### src/hdl/dmpg_pkg.sv
// Shared constants, payload types and helpers of the drum map pattern generator.
`default_nettype none

package dmpg_pkg;

    // Pattern geometry
    localparam int STEPS      = 32;
    localparam int GRID_SIDE  = 5;
    localparam int VOICES     = 3;
    localparam int NODE_COUNT = GRID_SIDE * GRID_SIDE;
    localparam int TABLE_SIZE = NODE_COUNT * VOICES * STEPS;
    localparam int NODE_SPAN  = VOICES * STEPS;

    // Voices on the result side and voices that are blended
    localparam int OUT_VOICES   = 3;
    localparam int BLEND_VOICES = (VOICES < OUT_VOICES) ? VOICES : OUT_VOICES;

    // Widths
    localparam int ADDR_W     = $clog2(TABLE_SIZE);
    localparam int STEP_W     = $clog2(STEPS);
    localparam int IDX_W      = $clog2(GRID_SIDE);
    localparam int POS_W      = 11;
    localparam int SCALED_W   = POS_W + $clog2(GRID_SIDE);
    localparam int DENS_W     = 9;
    localparam int RND_W      = 16;
    localparam int BYTE_W     = 8;
    localparam int FRAC_W     = 8;
    localparam int WGT_W      = 17;
    localparam int ACC_W      = 24;
    localparam int BLEND_SHIFT = 16;
    localparam int VOICE_W    = 2;
    localparam int CORNER_W   = 2;
    localparam int CFG_IDX_W  = 3;
    localparam int CFG_DATA_W = 11;
    localparam int LIM_PROD_W = 36;

    // Fixed-point constants
    localparam logic [POS_W-1:0]  POS_ONE      = 11'd1024;
    localparam logic [DENS_W-1:0] Q8_ONE       = 9'd256;
    localparam logic [BYTE_W-1:0] ACCENT_LEVEL = 8'd200;
    localparam int THR_SCALE  = 254;
    localparam int REM_MUL    = 384;     // c*768/10 = c*384/5
    localparam int ADD_MUL    = 128;     // c*256/10 = c*128/5
    localparam int DIV5_MUL   = 209716;  // ceil(2^20 / 5), exact below 2^18
    localparam int DIV5_SHIFT = 20;
    localparam logic [CORNER_W-1:0] LAST_CORNER = 2'd3;

    // Item function codes
    localparam logic FUNC_WRITE = 1'b0;
    localparam logic FUNC_TICK  = 1'b1;

    // Configuration register indexes
    typedef logic [CFG_IDX_W-1:0] cfg_index_t;
    localparam cfg_index_t REG_X_POSITION   = 3'd0;
    localparam cfg_index_t REG_Y_POSITION   = 3'd1;
    localparam cfg_index_t REG_KICK_DENSITY = 3'd2;
    localparam cfg_index_t REG_SNARE_DENSITY = 3'd3;
    localparam cfg_index_t REG_HAT_DENSITY  = 3'd4;
    localparam cfg_index_t REG_CHAOS_AMOUNT = 3'd5;

    // Input item
    typedef struct packed {
        logic                func;
        logic [11:0]         table_address;
        logic [7:0]          table_value;
        logic [RND_W-1:0]    kick_random;
        logic [RND_W-1:0]    snare_random;
        logic [RND_W-1:0]    hat_random;
    } item_t;

    // Result item
    typedef struct packed {
        logic [4:0] step_index;
        logic       kick_trigger;
        logic       snare_trigger;
        logic       hat_trigger;
        logic       kick_accent;
        logic       snare_accent;
        logic       hat_accent;
    } result_t;

    // Controller to datapath commands
    typedef struct packed {
        logic                write;
        logic                start;
        logic                issue;
        logic                load;
        logic [VOICE_W-1:0]  voice;
        logic [CORNER_W-1:0] corner;
    } dp_cmd_t;

    // Datapath to controller status
    typedef struct packed {
        logic out_stall;
    } dp_status_t;

    // Node indexes and fraction of one map coordinate
    typedef struct packed {
        logic [IDX_W-1:0]  lo;
        logic [IDX_W-1:0]  hi;
        logic [FRAC_W-1:0] frac;
    } pos_split_t;

    function automatic pos_split_t split_pos(input logic [POS_W-1:0] pos);
        logic [POS_W-1:0]    p;
        logic [SCALED_W-1:0] s;
        pos_split_t          r;
        p = (pos > POS_ONE) ? POS_ONE : pos;
        s = SCALED_W'(p) * SCALED_W'(GRID_SIDE - 1);
        r.lo   = IDX_W'(s[SCALED_W-1:10]);
        r.frac = s[9:2];
        r.hi   = (r.lo == IDX_W'(GRID_SIDE - 1)) ? r.lo : r.lo + IDX_W'(1);
        return r;
    endfunction

endpackage

`default_nettype wire

### src/hdl/dmpg_ctrl.sv
// Controller state machine: sequences table writes, corner reads and result loads.
`default_nettype none

module dmpg_ctrl (
    input  wire logic                clk,
    input  wire logic                rst_n,
    input  wire logic                item_valid,
    input  wire logic                item_func,
    output logic                     item_ready,
    output dmpg_pkg::dp_cmd_t        cmd,
    input  wire dmpg_pkg::dp_status_t status
);

    import dmpg_pkg::*;

    typedef enum logic [3:0] {
        S_IDLE  = 4'b0001,
        S_READ  = 4'b0010,
        S_DRAIN = 4'b0100,
        S_DONE  = 4'b1000
    } state_t;

    state_t              state_reg, state_next;
    logic [VOICE_W-1:0]  voice_reg, voice_next;
    logic [CORNER_W-1:0] corner_reg, corner_next;
    logic                take_write;
    logic                take_tick;
    logic                last_read;

    assign item_ready = (state_reg == S_IDLE);
    assign take_write = item_ready && item_valid && (item_func == FUNC_WRITE);
    assign take_tick  = item_ready && item_valid && (item_func == FUNC_TICK);
    assign last_read  = (voice_reg == VOICE_W'(BLEND_VOICES - 1)) &&
                        (corner_reg == LAST_CORNER);

    // Next state and read counters
    always_comb
    begin
        state_next  = state_reg;
        voice_next  = voice_reg;
        corner_next = corner_reg;
        unique case (state_reg)
            S_IDLE:
            begin
                if (take_tick)
                begin
                    state_next  = S_READ;
                    voice_next  = '0;
                    corner_next = '0;
                end
            end
            S_READ:
            begin
                corner_next = corner_reg + CORNER_W'(1);
                if (corner_reg == LAST_CORNER)
                begin
                    voice_next = voice_reg + VOICE_W'(1);
                end
                if (last_read)
                begin
                    state_next = S_DRAIN;
                end
            end
            S_DRAIN:
            begin
                state_next = S_DONE;
            end
            S_DONE:
            begin
                if (!status.out_stall)
                begin
                    state_next = S_IDLE;
                end
            end
            default:
            begin
                state_next = S_IDLE;
            end
        endcase
    end

    always_ff @(posedge clk or negedge rst_n)
    begin
        if (!rst_n)
        begin
            state_reg  <= S_IDLE;
            voice_reg  <= '0;
            corner_reg <= '0;
        end
        else
        begin
            state_reg  <= state_next;
            voice_reg  <= voice_next;
            corner_reg <= corner_next;
        end
    end

    // Drive datapath commands
    always_comb
    begin
        cmd.write  = take_write;
        cmd.start  = take_tick;
        cmd.issue  = (state_reg == S_READ);
        cmd.load   = (state_reg == S_DONE) && !status.out_stall;
        cmd.voice  = voice_reg;
        cmd.corner = corner_reg;
    end

    // A tick starts its reads at the first corner of the first voice
    a_start_first_read: assert property (@(posedge clk) disable iff (!rst_n)
        take_tick |=> (state_reg == S_READ) && (voice_reg == '0) && (corner_reg == '0))
        else $error("tick did not start at the first corner read");

    // The drain state follows the last read
    a_drain_after_read: assert property (@(posedge clk) disable iff (!rst_n)
        (state_reg == S_DRAIN) |-> ($past(state_reg) == S_READ) && $past(last_read))
        else $error("drain entered without finishing the reads");

    // No item is taken while reads are in flight
    a_no_take_in_read: assert property (@(posedge clk) disable iff (!rst_n)
        cmd.issue |-> !item_ready)
        else $error("item accepted during corner reads");

endmodule

`default_nettype wire

### config.mk
export PLATFORM = sky130hd
export DESIGN_NAME = dmpg_ctrl
export DESIGN_NICKNAME = d
export VERILOG_FILES = /design/src/hdl/dmpg_pkg.sv /design/src/hdl/dmpg_ctrl.sv
export SDC_FILE = /design/constraint.sdc
export NUM_CORES = 1
export LEC_CHECK = 0
export BUFFER_PORTS_ARGS = -buffer_cell sky130_fd_sc_hd__buf_2
export CAP_MARGIN = 25
export CORE_MARGIN = 1
export CORE_UTILIZATION = 30
export DETAILED_ROUTE_END_ITERATION = 10
export PLACE_DENSITY_LB_ADDON = 0.15
export SLEW_MARGIN = 20
export SYNTH_ARGS = -nofsm -noshare
export SYNTH_HDL_FRONTEND = slang
export SYNTH_SLANG_ARGS = --single-unit
### constraint.sdc
create_clock -name clk -period 2.62 [get_ports clk]
set_clock_uncertainty 0.15 [all_clocks]
set_input_delay 0.393 -clock clk [delete_from_list [all_inputs] [get_ports clk]]
set_output_delay 0.393 -clock clk [all_outputs]
set_load 0.05 [all_outputs]
# == Word-level counts from Yosys, hierarchy flattened ==
# Cells that the tools add are included.
# classes
n_addsub,2
eq_ne,10
muxes,8
n_bitwise,1
reduce_logical,10
# op_table
op,count
$pmux W4 S4,1
$mux W4,3
$pmux W2 S2,2
$ne A2 B1 Y1 const B,3
$reduce_and A3 Y1,2
$logic_and A1 B1 Y1,5
$add A2 B1 Y2 const B,2
$eq A2 B2 Y1 const B,2
$eq A4 B1 Y1 const B,1
$eq A4 B2 Y1 const B,1
$eq A4 B3 Y1 const B,1
$eq A4 B4 Y1 const B,1
$mux W2,2
$ne A2 B2 Y1 const B,1
$reduce_and A2 Y1,1
$reduce_bool A2 Y1,1
$logic_not A1 Y1,1
$not A1 Y1,1
# totals
regBits,8
inputBits,5
out_inout_bits,9
wordCells,34

# == Depth between registers and ports, before layout ==
# Gate-level depths: netlist of the first run.
# depth
word_depth,5
depth_mapped,5

# == Worst setup path before layout of the first run ==
# No wires, ideal clock.
# synth_path
path_kind,reg2out
start,register state_reg[0]
end,output cmd[7] (netlist name)
arrival_time_ns,1.619
setup_slack_ns,0.458
path_stages_with_launch,4
n_path_buf,1
path_cell_list,dfstp_2 or4b_2 nor3b_1 buf_4
# synth_via
elab_chain_len,3
# synth_rtl
item,line_no,source
from (decl),dmpg_ctrl.sv:23,"state_t state_reg, state_next;"
from (signal assigned),dmpg_ctrl.sv:92,state_reg <= state_next;
$eq A4 B1 Y1,dmpg_ctrl.sv:30,assign item_ready = (state_reg == S_IDLE);
$logic_and A1 B1 Y1 (2 in a row),dmpg_ctrl.sv:31,assign take_write = item_ready && item_valid && (item_func == FUNC_WRITE);
to (decl),dmpg_ctrl.sv:10,"output dmpg_pkg::dp_cmd_t cmd,"
# Every way passes these cells.

==> results of run 1 <==
[timing repair]
item,in CTS,in global routing
endpoints found under the hold margin,7,0
hold buffers,1,0
resized for setup,0,0
[cells by family after synthesis]
kind of cell | after synthesis | synth area share (%)
fa+ha+maj | 2 | 5.39
compound gates | 11 | 14.6
mux | 2 | 4.31
simple gates | 16 | 23.2
flops | 8 | 43.4
buf+inv | 8 | 9.16
[worst reg2reg max path, cell delays in order (launching register included)]
cell and delay, ns:
sky130_fd_sc_hd__dfstp_2 0.57, sky130_fd_sc_hd__or4b_2 0.68, sky130_fd_sc_hd__o21ai_0 0.31, sky130_fd_sc_hd__mux2i_1 0.12
[where the power goes]
part           leakage (uW)  internal [uW]  switching (uW)
Sequential         0.000106            142            15.1
Combinational      0.000160           39.8             108
Clock             0.0000150           58.5            45.4
Total              0.000281            240             169
[per-layer routing]
layer / GRT usage, % / routed length [um] / up-vias / part of all wire [%]
met5: 0 / 0 / - / 0
met4: 12.1 / 11 / 0 / 1.2
met3: 3.19 / 32 / 2 / 3.6
met2: 21.1 / 422 / 8 / 47
met1: 15.8 / 424 / 180 / 48
li1: - / - / 191 / -
[metrics by stage]
step | worst slack (ns) | power, uW | instances | hold slack (ns)
after floorplan | 0.458 | 277 | 47 | -0.0526
after global placement | 0.381 | 308 | 71 | 0.0967
after detailed placement | 0.366 | 308 | 71 | 0.0962
after CTS | 0.0764 | 417 | 76 | 0.148
after global routing | 0.0199 | 435 | 76 | 0.149
final | 0.0825 | 409 | 76 | 0.153
[area by class of cell]
type / instances / area share, %
Multi-Input combinational cell: 31 / 39.6
Sequential cell: 8 / 36.2
Tap cell: 15 / 3.37
Inverter: 4 / 2.70
Clock buffer: 4 / 4.72
Timing Repair Buffer: 14 / 13.5
[layout by cell type (no fill, tap or decap), types with 2 or more instances in the layout]
cell type	count
sky130_fd_sc_hd__o21ai_0	4
sky130_fd_sc_hd__mux2i_1	2
sky130_fd_sc_hd__nand2_1	4
sky130_fd_sc_hd__clkbuf_4	3
sky130_fd_sc_hd__a21oi_1	3
sky130_fd_sc_hd__ha_1	2
sky130_fd_sc_hd__buf_2	13
sky130_fd_sc_hd__inv_1	4
sky130_fd_sc_hd__nor2b_1	2
sky130_fd_sc_hd__dfrtp_1	7
[worst paths after layout]
kind	slack [ns]	to	startpoint	cells after the start
max	0.08	cmd[7]	state_reg[0]	3
min	0.15	state_reg[0]	status	2
max reg2reg	0.66	corner_reg[0]	state_reg[0]	3
min reg2reg	0.35	corner_reg[0]	corner_reg[0]	1
max in group asynchronous	1.72	state_reg[0]	rst_n	2
min in group asynchronous	0.37	voice_reg[1]	rst_n	2
==> metrics.txt, run 1 <==
# TYPE chip_impl_metric gauge
chip_impl_metric{name="cp_data_required_time",unit="ns"} 2.08
chip_impl_info{name="hold_path.class",value="in -> reg"} 1
chip_impl_metric{name="max_cap_violations",unit=""} 0
chip_impl_metric{name="synth.yosys.warnings",unit=""} 0
chip_impl_metric{name="antenna_violations_before_repair",unit=""} 0
chip_impl_metric{name="fp.dieArea",unit="mm^2"} 0.00171
chip_impl_metric{name="max_slew_margin",unit="%"} 74.4
chip_impl_info{name="critPathSlowestCell",value="sky130_fd_sc_hd__or4b_2"} 1
chip_impl_metric{name="synth_fp_nets",unit=""} 54
chip_impl_metric{name="fin_setup_tns",unit="ns"} 0
chip_impl_metric{name="cellPowerDensity",unit="mW/mm^2"} 735
chip_impl_metric{name="multi_input_area",unit="um^2"} 220
chip_impl_metric{name="total_area_of_sequential_cells",unit="um^2"} 201
chip_impl_metric{name="core_region_area",unit="mm^2"} 0.00137
chip_impl_metric{name="worst-slew-pin-transition",unit="ns"} 0.379
chip_impl_metric{name="finalWirelength",unit="um"} 891
chip_impl_metric{name="crit_buf_inv",unit=""} 1
chip_impl_metric{name="tritoncts.num_buffers",unit=""} 3
chip_impl_metric{name="detail-route-antenna-nets",unit=""} 0
chip_impl_metric{name="finalMaxSlewViolations",unit=""} 0
chip_impl_metric{name="dpl_cell_area",unit="um^2"} 520
chip_impl_info{name="worstSetupStartpointType",value="flop"} 1
chip_impl_metric{name="numClockSinks",unit=""} 8
chip_impl_metric{name="drive_gt1_share",unit="%"} 32.8
chip_impl_metric{name="syn-cell-area",unit="um^2"} 464
chip_impl_metric{name="placement_rows",unit=""} 13
chip_impl_metric{name="upper_clock_frequency_limit",unit="MHz"} 394
chip_impl_metric{name="port_buffers",unit=""} 13
chip_impl_info{name="cp_cell_sequence",value="or4b_2 -> nor3b_1 -> buf_2"} 1
chip_impl_metric{name="number_of_global_route_vias_before_repair",unit=""} 344
chip_impl_metric{name="clock_tree.buffer_depth",unit=""} 2
chip_impl_metric{name="post-cts-setup-buffer-count",unit=""} 0
chip_impl_info{name="synth_top_area_cell",value="sky130_fd_sc_hd__dfrtp_1"} 1
chip_impl_metric{name="floorplan.initialDensity",unit="%"} 34.0
chip_impl_metric{name="grt_pass1_wl",unit="um"} 1440
chip_impl_metric{name="final_util",unit="%"} 40.8
chip_impl_metric{name="crit_path_max_fanout",unit=""} 7
chip_impl_info{name="synth_top_flop_cell",value="sky130_fd_sc_hd__dfrtp_1"} 1
chip_impl_info{name="yosys-top-cells-area",value="sky130_fd_sc_hd__dfrtp_1 38%, sky130_fd_sc_hd__dfstp_2 5.7%, sky130_fd_sc_hd__ha_1 5.4%"} 1
chip_impl_metric{name="area_growth",unit="%"} 19.9
chip_impl_metric{name="ys_ff_latch",unit=""} 8
chip_impl_metric{name="design_area",unit="um^2"} 557
chip_impl_metric{name="nNetsFinal",unit=""} 69
chip_impl_metric{name="grt.overflow.total",unit=""} 0
chip_impl_info{name="criticalPathCategory",value="reg -> out"} 1
chip_impl_metric{name="number_of_failing_setup_endpoints_in_the_final_timing_report",unit=""} 0
chip_impl_metric{name="drt_first_iter_violations",unit=""} 6
chip_impl_metric{name="finalCritPeriodShare",unit="%"} 96.9
chip_impl_info{name="critical_path_end_type",value="primary output"} 1
chip_impl_metric{name="post_synth.cell_area_avg",unit="um^2"} 9.88
chip_impl_metric{name="dpl_hpwl",unit="um"} 666
chip_impl_info{name="status",value="complete, no violations"} 1
chip_impl_info{name="worst_path_dominant_cell_family",value="simple AND/OR/NAND/NOR gates"} 1
chip_impl_metric{name="timing.critical_path.arrival",unit="ns"} 1.99
chip_impl_info{name="cts_root_buffer",value="sky130_fd_sc_hd__clkbuf_4"} 1
chip_impl_metric{name="gate_count_post_synth",unit=""} 47
chip_impl_metric{name="wire_length_per_cell",unit="um"} 11.7
chip_impl_metric{name="timing_hold_violations_final",unit=""} 0
chip_impl_metric{name="h-tree-depth",unit=""} 1
chip_impl_metric{name="num_vias",unit=""} 381
chip_impl_metric{name="route.detailed.vias_per_inst",unit=""} 5.01
chip_impl_info{name="synth_most_common_cell",value="sky130_fd_sc_hd__dfrtp_1"} 1
chip_impl_metric{name="yosys.cell_types.count",unit=""} 25
chip_impl_metric{name="ys_async_sr_fraction",unit="%"} 100
chip_impl_metric{name="die_y",unit="um"} 41.3
chip_impl_metric{name="route.detailed.drc",unit=""} 0
chip_impl_metric{name="synth_edf_count",unit=""} 0
chip_impl_metric{name="routabilityCongestion",unit=""} 0.728
chip_impl_metric{name="total_leakage_power",unit="uW"} 0.000281
chip_impl_metric{name="die_width",unit="um"} 41.3
chip_impl_metric{name="seq_area_frac_synth",unit="%"} 43.4
chip_impl_info{name="ys_top_cells_by_count",value="7 x sky130_fd_sc_hd__dfrtp_1, 4 x sky130_fd_sc_hd__inv_1, 4 x sky130_fd_sc_hd__nand2_1, 4 x sky130_fd_sc_hd__o21ai_0"} 1
chip_impl_metric{name="yosys.area.top_type_share",unit="%"} 37.7
chip_impl_metric{name="final.fill_count",unit=""} 142
chip_impl_metric{name="finalWorstPathRequiredPeriod",unit="ns"} 2.54
chip_impl_metric{name="clk-insertion-delay-late",unit="ns"} 0.25
chip_impl_metric{name="grtUsageTotal",unit="%"} 13.7
chip_impl_metric{name="i_o_pin_count",unit=""} 14
chip_impl_metric{name="largest_register_ff_count",unit=""} 4
chip_impl_metric{name="clk_pin_slew",unit="ns"} 0.06
chip_impl_metric{name="highest_cell_delay_on_the_worst_timing_path",unit="ns"} 0.67
chip_impl_info{name="cts_tree",value="yes"} 1
chip_impl_info{name="rsz0062_at_grt",value="no"} 1
chip_impl_metric{name="diodes",unit=""} 0
chip_impl_metric{name="drt-pass1-iter-count",unit=""} 3
chip_impl_metric{name="grt_max_degree",unit=""} 9
chip_impl_metric{name="power.ir.vdd_worst",unit="V"} 0.000297
(Power assumes the default switching activity.)
==> inputs of run 2 (changes only) <==
--- a/config.mk
+++ b/config.mk
@@ -7,8 +7,9 @@
 export LEC_CHECK = 0
 export BUFFER_PORTS_ARGS = -buffer_cell sky130_fd_sc_hd__buf_2
 export CAP_MARGIN = 25
+export CORE_ASPECT_RATIO = 1.4
 export CORE_MARGIN = 1
-export CORE_UTILIZATION = 30
+export CORE_UTILIZATION = 25
 export DETAILED_ROUTE_END_ITERATION = 10
 export PLACE_DENSITY_LB_ADDON = 0.15
 export SLEW_MARGIN = 20
==> metrics.txt, run 2 (synthesis results as in run 1) <==
# TYPE chip_impl_metric gauge
chip_impl_info{name="status",value="complete, no violations"} 1
chip_impl_info{name="cts_root_buffer",value="sky130_fd_sc_hd__clkbuf_4"} 1
chip_impl_metric{name="antenna_violations_before_repair",unit=""} 0
chip_impl_metric{name="route.detailed.vias_per_inst",unit=""} 4.68
chip_impl_metric{name="grt_max_degree",unit=""} 9
chip_impl_metric{name="placement_rows",unit=""} 18
chip_impl_metric{name="finalCritPeriodShare",unit="%"} 96.3
chip_impl_metric{name="max_slew_margin",unit="%"} 77.2
chip_impl_metric{name="power.switching_fraction",unit="%"} 41.1
chip_impl_metric{name="total_leakage_power",unit="uW"} 0.000282
chip_impl_metric{name="crit_buf_inv",unit=""} 1
chip_impl_metric{name="timing.critical_path.arrival",unit="ns"} 1.98
chip_impl_metric{name="drt_first_iter_violations",unit=""} 4
chip_impl_metric{name="numClockSinks",unit=""} 8
chip_impl_metric{name="post-layout-total-power",unit="uW"} 409
chip_impl_metric{name="fin_setup_tns",unit="ns"} 0
chip_impl_metric{name="area_growth",unit="%"} 21.8
chip_impl_info{name="critical_path_end_type",value="primary output"} 1
chip_impl_metric{name="h-tree-depth",unit=""} 1
chip_impl_metric{name="power_frac_seq",unit="%"} 38.8
chip_impl_info{name="min_from",value="status"} 1
chip_impl_metric{name="finalWirelength",unit="um"} 890
chip_impl_info{name="final_cell_mix",value="12 x sky130_fd_sc_hd__buf_2, 7 x sky130_fd_sc_hd__dfrtp_1, 4 x sky130_fd_sc_hd__inv_1, 4 x sky130_fd_sc_hd__nand2_1, 4 x sky130_fd_sc_hd__o21ai_0"} 1
chip_impl_metric{name="highest_cell_delay_on_the_worst_timing_path",unit="ns"} 0.68
chip_impl_metric{name="crit_path_max_fanout",unit=""} 7
chip_impl_info{name="worstSetupStartpointType",value="flop"} 1
chip_impl_metric{name="clock_tree.buffer_depth",unit=""} 2
chip_impl_metric{name="fp.dieArea",unit="mm^2"} 0.00204
chip_impl_metric{name="nNetsFinal",unit=""} 69
chip_impl_info{name="cts_tree",value="yes"} 1
chip_impl_info{name="min_delay_worst_endpoint",value="state_reg[0]"} 1
chip_impl_metric{name="r2r_setup_slack",unit="ns"} 0.62
chip_impl_info{name="most_frequent_standard_cell_in_the_layout_excluding_fill_and_tap_cells",value="sky130_fd_sc_hd__buf_2"} 1
chip_impl_metric{name="finalWorstPathRequiredPeriod",unit="ns"} 2.52
chip_impl_metric{name="die_width",unit="um"} 38.4
chip_impl_metric{name="core_region_area",unit="mm^2"} 0.00176
chip_impl_metric{name="routabilityCongestion",unit=""} 0.642
chip_impl_metric{name="floorplan.initialDensity",unit="%"} 26.4
chip_impl_metric{name="max_cap_violations",unit=""} 0
chip_impl_metric{name="drive_gt1_share",unit="%"} 32.8
chip_impl_metric{name="number_of_failing_setup_endpoints_in_the_final_timing_report",unit=""} 0
chip_impl_metric{name="worst-slew-pin-transition",unit="ns"} 0.337
chip_impl_metric{name="grtUsageMet3",unit="%"} 2.52
chip_impl_metric{name="port_buffers",unit=""} 13
chip_impl_metric{name="grt.overflow.total",unit=""} 0
chip_impl_metric{name="intPower",unit="uW"} 241
chip_impl_metric{name="clockPowerShare",unit="%"} 25.0
chip_impl_metric{name="clk-insertion-delay-late",unit="ns"} 0.26
chip_impl_metric{name="met1_usage",unit="%"} 12.1
chip_impl_metric{name="upper_clock_frequency_limit",unit="MHz"} 396
chip_impl_metric{name="number_of_cells_on_the_worst_reg_to_reg_path",unit=""} 3
chip_impl_metric{name="power.net_switching",unit="uW"} 168
chip_impl_metric{name="grtUsageTotal",unit="%"} 10.0
chip_impl_info{name="hold_path.class",value="in -> reg"} 1
chip_impl_metric{name="grt_pass1_wl",unit="um"} 1420
chip_impl_metric{name="timing_hold_violations_final",unit=""} 0
chip_impl_metric{name="worst_hold_path.num_cells",unit=""} 2
chip_impl_metric{name="finalMaxSlewViolations",unit=""} 0
chip_impl_info{name="grt_busiest_layer",value="met2"} 1
chip_impl_info{name="cp_cell_sequence",value="or4b_2 -> nor2_4 -> buf_2"} 1
chip_impl_metric{name="drt-pass1-iter-count",unit=""} 2
chip_impl_info{name="worst_path_dominant_cell_family",value="simple AND/OR/NAND/NOR gates"} 1
chip_impl_info{name="r2r_end",value="corner_reg[0]"} 1
chip_impl_info{name="rsz0062_at_grt",value="no"} 1
chip_impl_info{name="r2r-start",value="state_reg[0]"} 1
chip_impl_metric{name="clk_pin_slew",unit="ns"} 0.05
chip_impl_metric{name="diodes",unit=""} 0
chip_impl_metric{name="combinational_power_share",unit="%"} 36.2
chip_impl_metric{name="i_o_pin_count",unit=""} 14
chip_impl_metric{name="number_of_global_route_vias_before_repair",unit=""} 334
chip_impl_info{name="criticalPathCategory",value="reg -> out"} 1
chip_impl_metric{name="power.ir.vdd_worst",unit="V"} 0.000359
chip_impl_metric{name="cp_data_required_time",unit="ns"} 2.08
chip_impl_metric{name="wire_length_per_cell",unit="um"} 11.0
chip_impl_metric{name="cellPowerDensity",unit="mW/mm^2"} 723
chip_impl_metric{name="route.detailed.drc",unit=""} 0
chip_impl_metric{name="dpl_hpwl",unit="um"} 697
chip_impl_metric{name="tritoncts.num_buffers",unit=""} 3
chip_impl_info{name="critPathSlowestCell",value="sky130_fd_sc_hd__or4b_2"} 1
chip_impl_metric{name="num_vias",unit=""} 379
chip_impl_metric{name="grt_use_met2",unit="%"} 15.3
chip_impl_metric{name="largest_register_ff_count",unit=""} 4
chip_impl_metric{name="detail-route-antenna-nets",unit=""} 0
chip_impl_metric{name="die_y",unit="um"} 53.0
==> run 2: per-stage QoR <==
step           utilization, %  area (um^2)  hold WS, ns  worst slack [ns]  instances
6_report                 32.2          566        0.151            0.0974         81
5_1_grt                  32.2          566        0.161            0.0234         81
4_1_cts                  32.1          563        0.150            0.0665         81
3_5_place_dp             30.0          527       0.0980             0.352         76
3_3_place_gp             30.0          527       0.0993             0.370         76
2_1_floorplan               -          464      -0.0526             0.458         47
==> run 2: routing by layer <==
layer	vias up	routed length, um
met5	-	0
met4	0	19
met3	2	28
met2	8	416
met1	181	425
li1	188	-
==> run 2: how the worst max path moves through the flow <==
stage / startpoint / cells after the start / slack (ns) / to
after floorplan: state_reg[0] / 3 / 0.46 / cmd[7]
after global placement: state_reg[0] / 3 / 0.37 / cmd[7]
after detailed placement: state_reg[0] / 3 / 0.35 / cmd[7]
after CTS: state_reg[0] / 3 / 0.07 / cmd[7]
after global routing: state_reg[0] / 3 / 0.02 / cmd[7]
final: state_reg[0] / 3 / 0.1 / cmd[6]
==> run 2: power by group through the flow <==
stage | combinational, uW | sequential [uW] | clock, uW
floorplan | 70.3 | 207 | 0
global placement | 150 | 160 | 0
detailed placement | 148 | 161 | 0
CTS | 150 | 159 | 108
global route | 161 | 161 | 114
finish | 148 | 159 | 102
==> run 2: final cells by class <==
type,count,area [um^2]
Clock buffer,4,26.3
Fill cell,192,1190
Inverter,4,15.0
Multi-Input combinational cell,31,220
Sequential cell,8,201
Tap cell,20,25.0
Timing Repair Buffer,14,77.6
==> run 2: repair_timing <==
item                                    CTS  global route
setup buffers                             0             0
hold endpoints to repair                  7             0
endpoints found under the setup margin    0             1
hold buffers                              1             0
resized for setup                         0             2
==> run 2: worst register-to-register path, cell delays in order (launching register included) <==
cell                      delay, ns
sky130_fd_sc_hd__dfstp_2       0.58
sky130_fd_sc_hd__or4b_2        0.68
sky130_fd_sc_hd__o21ai_0       0.34
sky130_fd_sc_hd__mux2i_1       0.12
